[config.mk]
export PLATFORM = sky130hd
export DESIGN_NAME = flur_stage
export DESIGN_NICKNAME = d
export VERILOG_FILES = /design/src/rtl/flur_pkg.sv /design/src/rtl/flur_stage.sv
export SDC_FILE = /design/constraint.sdc
export NUM_CORES = 2
export LEC_CHECK = 0
export ABC_AREA = 1
export ABC_CLOCK_PERIOD_IN_PS = 8900
export BUFFER_PORTS_ARGS = -buffer_cell sky130_fd_sc_hd__buf_2
export CORE_MARGIN = 3
export CORE_UTILIZATION = 35
export CTS_CLUSTER_DIAMETER = 200
export DETAILED_ROUTE_END_ITERATION = 10
export HOLD_SLACK_MARGIN = 0.06
export SYNTH_ARGS = -nofsm -noshare
export SYNTH_HDL_FRONTEND = slang
export SYNTH_SLANG_ARGS = --single-unit
[constraint.sdc]
create_clock -name clock -period 8.9 [get_ports clock]
set_clock_uncertainty 0.1 [all_clocks]
set_input_delay 0.445 -clock clock [delete_from_list [all_inputs] [get_ports clock]]
set_output_delay 0.445 -clock clock [all_outputs]
set_load 0.01 [all_outputs]
[src/rtl/flur_pkg.sv]
`timescale 1ns / 1ps
// ----------------------------------------------------------------------------
// flur_pkg
// Widths, stage sizing and the pipeline word type for the four-lane
// unsigned remainder block.
// ----------------------------------------------------------------------------
package flur_pkg;

   localparam int DIVIDEND_BITS  = 28;
   localparam int DIVISOR_BITS   = 28;
   localparam int REM_BITS       = 27;
   localparam int LANES          = 4;
   localparam int BITS_PER_STAGE = 4;
   localparam int STAGES         = (DIVIDEND_BITS + BITS_PER_STAGE - 1) / BITS_PER_STAGE;

   localparam logic [DIVISOR_BITS-1:0] REM_MAX = DIVISOR_BITS'(32'h07FF_FFFF);

   // One word as it moves down the divider pipeline
   typedef struct packed {
      logic                                     valid;
      logic [DIVISOR_BITS-1:0]                  divisor;
      logic [LANES-1:0][DIVISOR_BITS-1:0]       rem;
      logic [LANES-1:0][DIVIDEND_BITS-1:0]      dividend;
   } stage_type;

endpackage

[src/rtl/flur_stage.sv]
`timescale 1ns / 1ps
// ----------------------------------------------------------------------------
// flur_stage
// One pipeline stage: BITS_PER_STAGE restoring-division steps on every lane.
// ----------------------------------------------------------------------------
module flur_stage import flur_pkg::*; (
   input  logic      clock,
   input  logic      reset,
   input  logic      advance,
   input  stage_type stage_in,
   output stage_type stage_ff
);

   stage_type stage_in_next;

   // Shift in one dividend bit per step, subtract the divisor where it fits
   always_comb begin
      logic [DIVISOR_BITS:0] trial;
      stage_in_next = stage_in;
      for (int k = 0; k < LANES; k++) begin
         for (int s = 0; s < BITS_PER_STAGE; s++) begin
            trial = {stage_in_next.rem[k], stage_in_next.dividend[k][DIVIDEND_BITS-1]};
            if (trial >= {1'b0, stage_in.divisor}) begin
               trial = trial - {1'b0, stage_in.divisor};
            end
            stage_in_next.rem[k]      = trial[DIVISOR_BITS-1:0];
            stage_in_next.dividend[k] = {stage_in_next.dividend[k][DIVIDEND_BITS-2:0], 1'b0};
         end
      end
   end

   // Advance the word when the pipeline moves
   always_ff @(posedge clock) begin
      if (reset) begin
         stage_ff.valid <= 1'b0;
      end else if (advance) begin
         stage_ff.valid <= stage_in_next.valid;
      end
      if (advance) begin
         stage_ff.divisor  <= stage_in_next.divisor;
         stage_ff.rem      <= stage_in_next.rem;
         stage_ff.dividend <= stage_in_next.dividend;
      end
   end

endmodule

== Yosys cells after proc, flatten, opt, wreduce, memory -nomap -nowiden ==
Cells that the tools add are included.
Widths: inputs -> output; s select.

* Flip-flop bits (word level): 237
* Output and inout port bits: 253
* Bits of input ports: 256
* Logic and storage cells: 58

* Add/sub/neg operators: 16
* Mux-type cells: 16
* Order comparisons: 16

{| class="wikitable"
|+ Operators with widths
! kind !! number
|-
| $ge 29x28->1 || 16
|-
| $mux 28 || 16
|-
| $sub 28x28->28 || 16
|}

== Logic depth before layout (Yosys ltp) ==
* Word-level depth: 8
* Depth in mapped cells: 65
* Gate-level depth less buffers: 60

== Least setup slack after synthesis ==
Ideal clock, no wire load.

* Path kind: input to register
* Start: input stage_in[225] (netlist name)
* End: register stage_ff[147] (netlist name), data pin
* Cell stages on the path: 59
* Setup time: 0.130 ns
* Arrival: 8.584 ns
* Setup slack: 0.086 ns
* Cell sequence: inv_1 ha_1 nand2_1 nor2_1 nand2_1 nand3_1 nand2_1 nand2_1 nand2_1 nand3_2 buf_6 inv_2 buf_6 buf_4 nand2_1 o21ai_0 ha_1 nand2_1 [... 23 more ...] nand3_2 buf_2 o21ai_0 ha_1 nand2_1 nor2_1 nand3_1 nand3_1 nand4_1 o211ai_1 nand3_1 nand3_1 a21oi_1 inv_1 nor2_4 buf_6 nand2_1 nand2_1

{| class="wikitable"
|+ RTL lines
! what !! line !! source
|-
| from (decl) || flur_stage.sv:10 || <nowiki>input stage_type stage_in,</nowiki>
|-
| to (decl) || flur_stage.sv:11 || <nowiki>output stage_type stage_ff</nowiki>
|}

==> flow_summary.toml <==
[synth]
synth_top_area_share_pct = 20.7
post_synth_and_or_nand_nor_area_fraction_pct = 36.2
yosys.cell_types.count = 60
combinational_family_with_the_most_area_after_synthesis = "simple AND/OR/NAND/NOR gates"
syn_area_mm2 = 0.0391
synth_seq_cells = 237
synth-xor-area-share_pct = 7.64
synth_largest_area_cell = "nand2_1"
synthesis.yosys.warnings = 0
ys_top_cells_by_area = "nand2_1 (21%), edfxtp_1 (18%), ha_1 (14%)"
synth_compound_gate_area_share_pct = 14.1
synth_area_per_cell_um2 = 6.27
postSynthCellCount = 6231
synth-edff-count = 236
synth_mux_area_share_pct = 0.0256
top_flip_flop_cell_by_instance_count_after_synthesis = "edfxtp_1"
synth_sequential_area_ratio_pct = 18.2
post_synth_fa_ha_maj_area_fraction_pct = 15.2
synth-async-reset-ratio_pct = 0

[setup_path]
timing.critical_path.max_delay_family = "simple AND/OR/NAND/NOR gates"
critical_path.slowest_cell = "ha_1"
critPathKind = "in -> reg"
path_common_cell = "nand2_1"
timing.rr.end = "stage_ff[252]"
reg2reg_from = "stage_ff[252]"
worstSetupPathDepth = 60
worst_path_largest_cell_delay_ns = 0.38
critPathCaptureType = "flip-flop"
timing.critical_path.fanout_max = 24
cp.arrival_ns = 8.82
worstPathRequired_ns = 9.17
r2r.worst_path.cells = 3
crit_end = "stage_ff[221]"
worstSetupStartpoint = "stage_in[236]"
rrSetupSlack_ns = 7.61
start_kind = "primary input"
critPathBufInv = 15

[placed_design]
port-buffer-count = 492
place_worst_setup_slack_ns = -1.11
gp_routability_congestion = 1.03
hpwlAfterDp_mm = 168

[floorplan]
floorplan.die.height_um = 340
core_area_mm2 = 0.110
design.die.area_mm2 = 0.116
initial_utilization_pct = 35.6
die_x_um = 340
num_ports = 509
rows = 121

[detailed_routing]
detail_route.vias_per_cell = 5.01
drt.antenna.violating_nets = 0
drtIter0Drc = 3988
routed_wirelength_mm = 198
avgRoutedWirePerCell_um = 19.4
drt_pass1_iterations = 6
drc = 0
via_total_after_detailed_routing = 51016

[power_and_ir_drop]
powerDensity_mw_per_mm2 = 433
irDropWorstVdd_uv = 256
p_leak_nw = 32.5
design_power_total_mw = 26.3

[layout]
synthToLayoutAreaGrowth_pct = 55.4
num-nets-final = 9392
biggestRegsByFlops = "stage_ff: 237 flops"
fill_cells = 10892
largest_reg_flops = 237
area.sequential_mm2 = 0.00711
post-route-util_pct = 55.3
largest-register = "stage_ff"
post_route_cells_drive_above_1_share_pct = 31.3
multi_input_area_mm2 = 0.0295

[timing]
period_utilization_pct = 96.1
maxClockFrequency_ghz = 0.117
worst_max_slew_pin_slew_ns = 0.967
worst_slew_margin_relative_to_its_limit_pct = 35.5
finalSetupViolations = 0
postLayoutSetupSlackWorst_ns = 0.343
timing.final.hold_violations = 0
timing.final.crit_period_ns = 8.56
slew_viol_final = 0

[global_route]
first_pass_grt_wire_length_mm = 289
antenna_found_initial = 18
grt_max_degree = 155
global_route_overflow = 0
track_usage_pct = 32.6
via_count_of_the_first_global_routing_pass = 48231

[hold_path]
hp-start = "stage_in[243]"
min-delay-path-class = "in -> reg"

[job]
max_cap_viol_count = 0

[clocking]
clk_pin_slew_worst_paths_ns = 0.07
htree_num_levels = 1
cts_made_buffers = 30
clk_path_buf_depth = 3
worstSkewPairLatency_ns = 0.61
tritoncts_clock_tree = "yes"
tritoncts_num_sinks = 237
clock_root_buffer = "clkbuf_16"

[outcome]
status = "completed"
==> worst reg2reg max path, cell delays in order, from the launching register on <==
cell and delay, ns:
dfxtp_1 0.31, mux2i_1 0.13, nor2_1 0.06, dlygate4sd3_1 0.57
==> kinds of logic (layout without fill, tap and decap cells) <==
group	count (synthesis)	after routing
AND/OR/NAND/NOR	3385	3385
AO/OA/AOI/OAI	987	987
buffers and inverters	815	3263
adder cells (fa/ha/maj)	464	464
XOR/XNOR	341	341
flip-flops	237	237
other	1	19
multiplexers	1	1
==> Yosys cell counts (7+ instances only) <==
cell type	instances
nor2_2	9
inv_1	691
nand3_2	18
a21oi_2	7
edfxtp_1	236
nand2_2	16
a21o_1	45
buf_2	44
and2_1	7
nand3b_1	19
o21a_1	34
a21oi_1	473
o21bai_1	44
buf_4	37
xnor2_1	165
o21ai_2	9
o21ai_1	25
nand2_1	2150
a21boi_0	14
or2_2	41
buf_6	16
ha_1	448
o211ai_1	17
inv_2	8
nand3_1	458
nor3_1	56
o21ai_0	269
a31oi_1	27
xor2_1	176
nand4_1	61
o221ai_1	7
clkbuf_1	14
nor4_1	33
fa_1	16
nor2_1	489
==> routing by layer <==
layer,part of all wire [%],routed length (um),up-vias,GRT usage [%]
met3,7.8,15500,278,4.32
met5,0.046,91,-,0
li1,-,-,25502,-
met2,44,87000,1847,53.2
met1,44,87200,23377,44.4
met4,4.1,8070,12,10.4
==> power by group <==
part	switching, mW	leakage (nW)	internal (mW)	total, mW
registers	0.188	2.32	2.07	2.25
logic	12.1	29.7	10.7	22.8
clock network	0.548	0.445	0.669	1.22
==> layout make-up <==
type	instances	share of cell area (%)
multi-input combinational	5194	48.6
antenna	3	0.0124
sequential	237	11.7
clock inverter	15	0.218
tap	1476	3.04
clock buffer	39	1.33
inverter	700	4.41
timing repair buffer	2509	30.7
==> worst min-delay path by stage <==
stage / end / cells past startpoint
2_1_floorplan: stage_ff[252] / 1
5_1_grt: stage_ff[243] / 2
6_report: stage_ff[243] / 2
3_3_place_gp: stage_ff[252] / 2
3_5_place_dp: stage_ff[252] / 2
4_1_cts: stage_ff[243] / 2
==> stage by stage <==
stage               instances  TNS, ns  hold WS, ns  cell area (um^2)
global placement         9967   -94.99        0.378             57200
floorplan                6246        0        0.417             39100
detailed placement       9967   -99.30        0.400             57200
global route            10170   -0.622        0.101             60700
CTS                     10147        0       0.0771             59500
finish                  10173        0        0.127             60700
==> placed cells by master, fill, tap and decap left out, types with 12 or more instances in the layout <==
cell type / n
xor2_1: 176
a21o_1: 45
edfxtp_1: 236
nand3b_1: 19
nor3_1: 49
ha_4: 24
o21bai_1: 44
o21ai_0: 231
a21oi_2: 50
o21a_1: 33
clkinvlp_4: 12
o211ai_1: 17
inv_1: 675
conb_1: 16
o21ai_2: 16
a21oi_1: 428
nor4_1: 25
nand2_2: 35
xnor2_1: 165
nand3_2: 19
buf_4: 1825
buf_6: 14
nand3_1: 453
nand2_1: 2131
fa_1: 16
nand4_1: 61
nor2_1: 466
clkbuf_16: 31
nor2_2: 30
o21ai_1: 55
or2_2: 41
buf_2: 488
ha_1: 422
buf_12: 51
dlygate4sd3_1: 124
a31oi_1: 25
==> what timing repair did <==
item                       4_1_cts  5_1_grt
hold buffers                   124        0
pin swaps                        1       30
resized for setup               13      246
setup endpoints to repair      112      112
setup buffers                    2       23
hold endpoints to repair       123        0
Power figures use the tool's default switching activity.
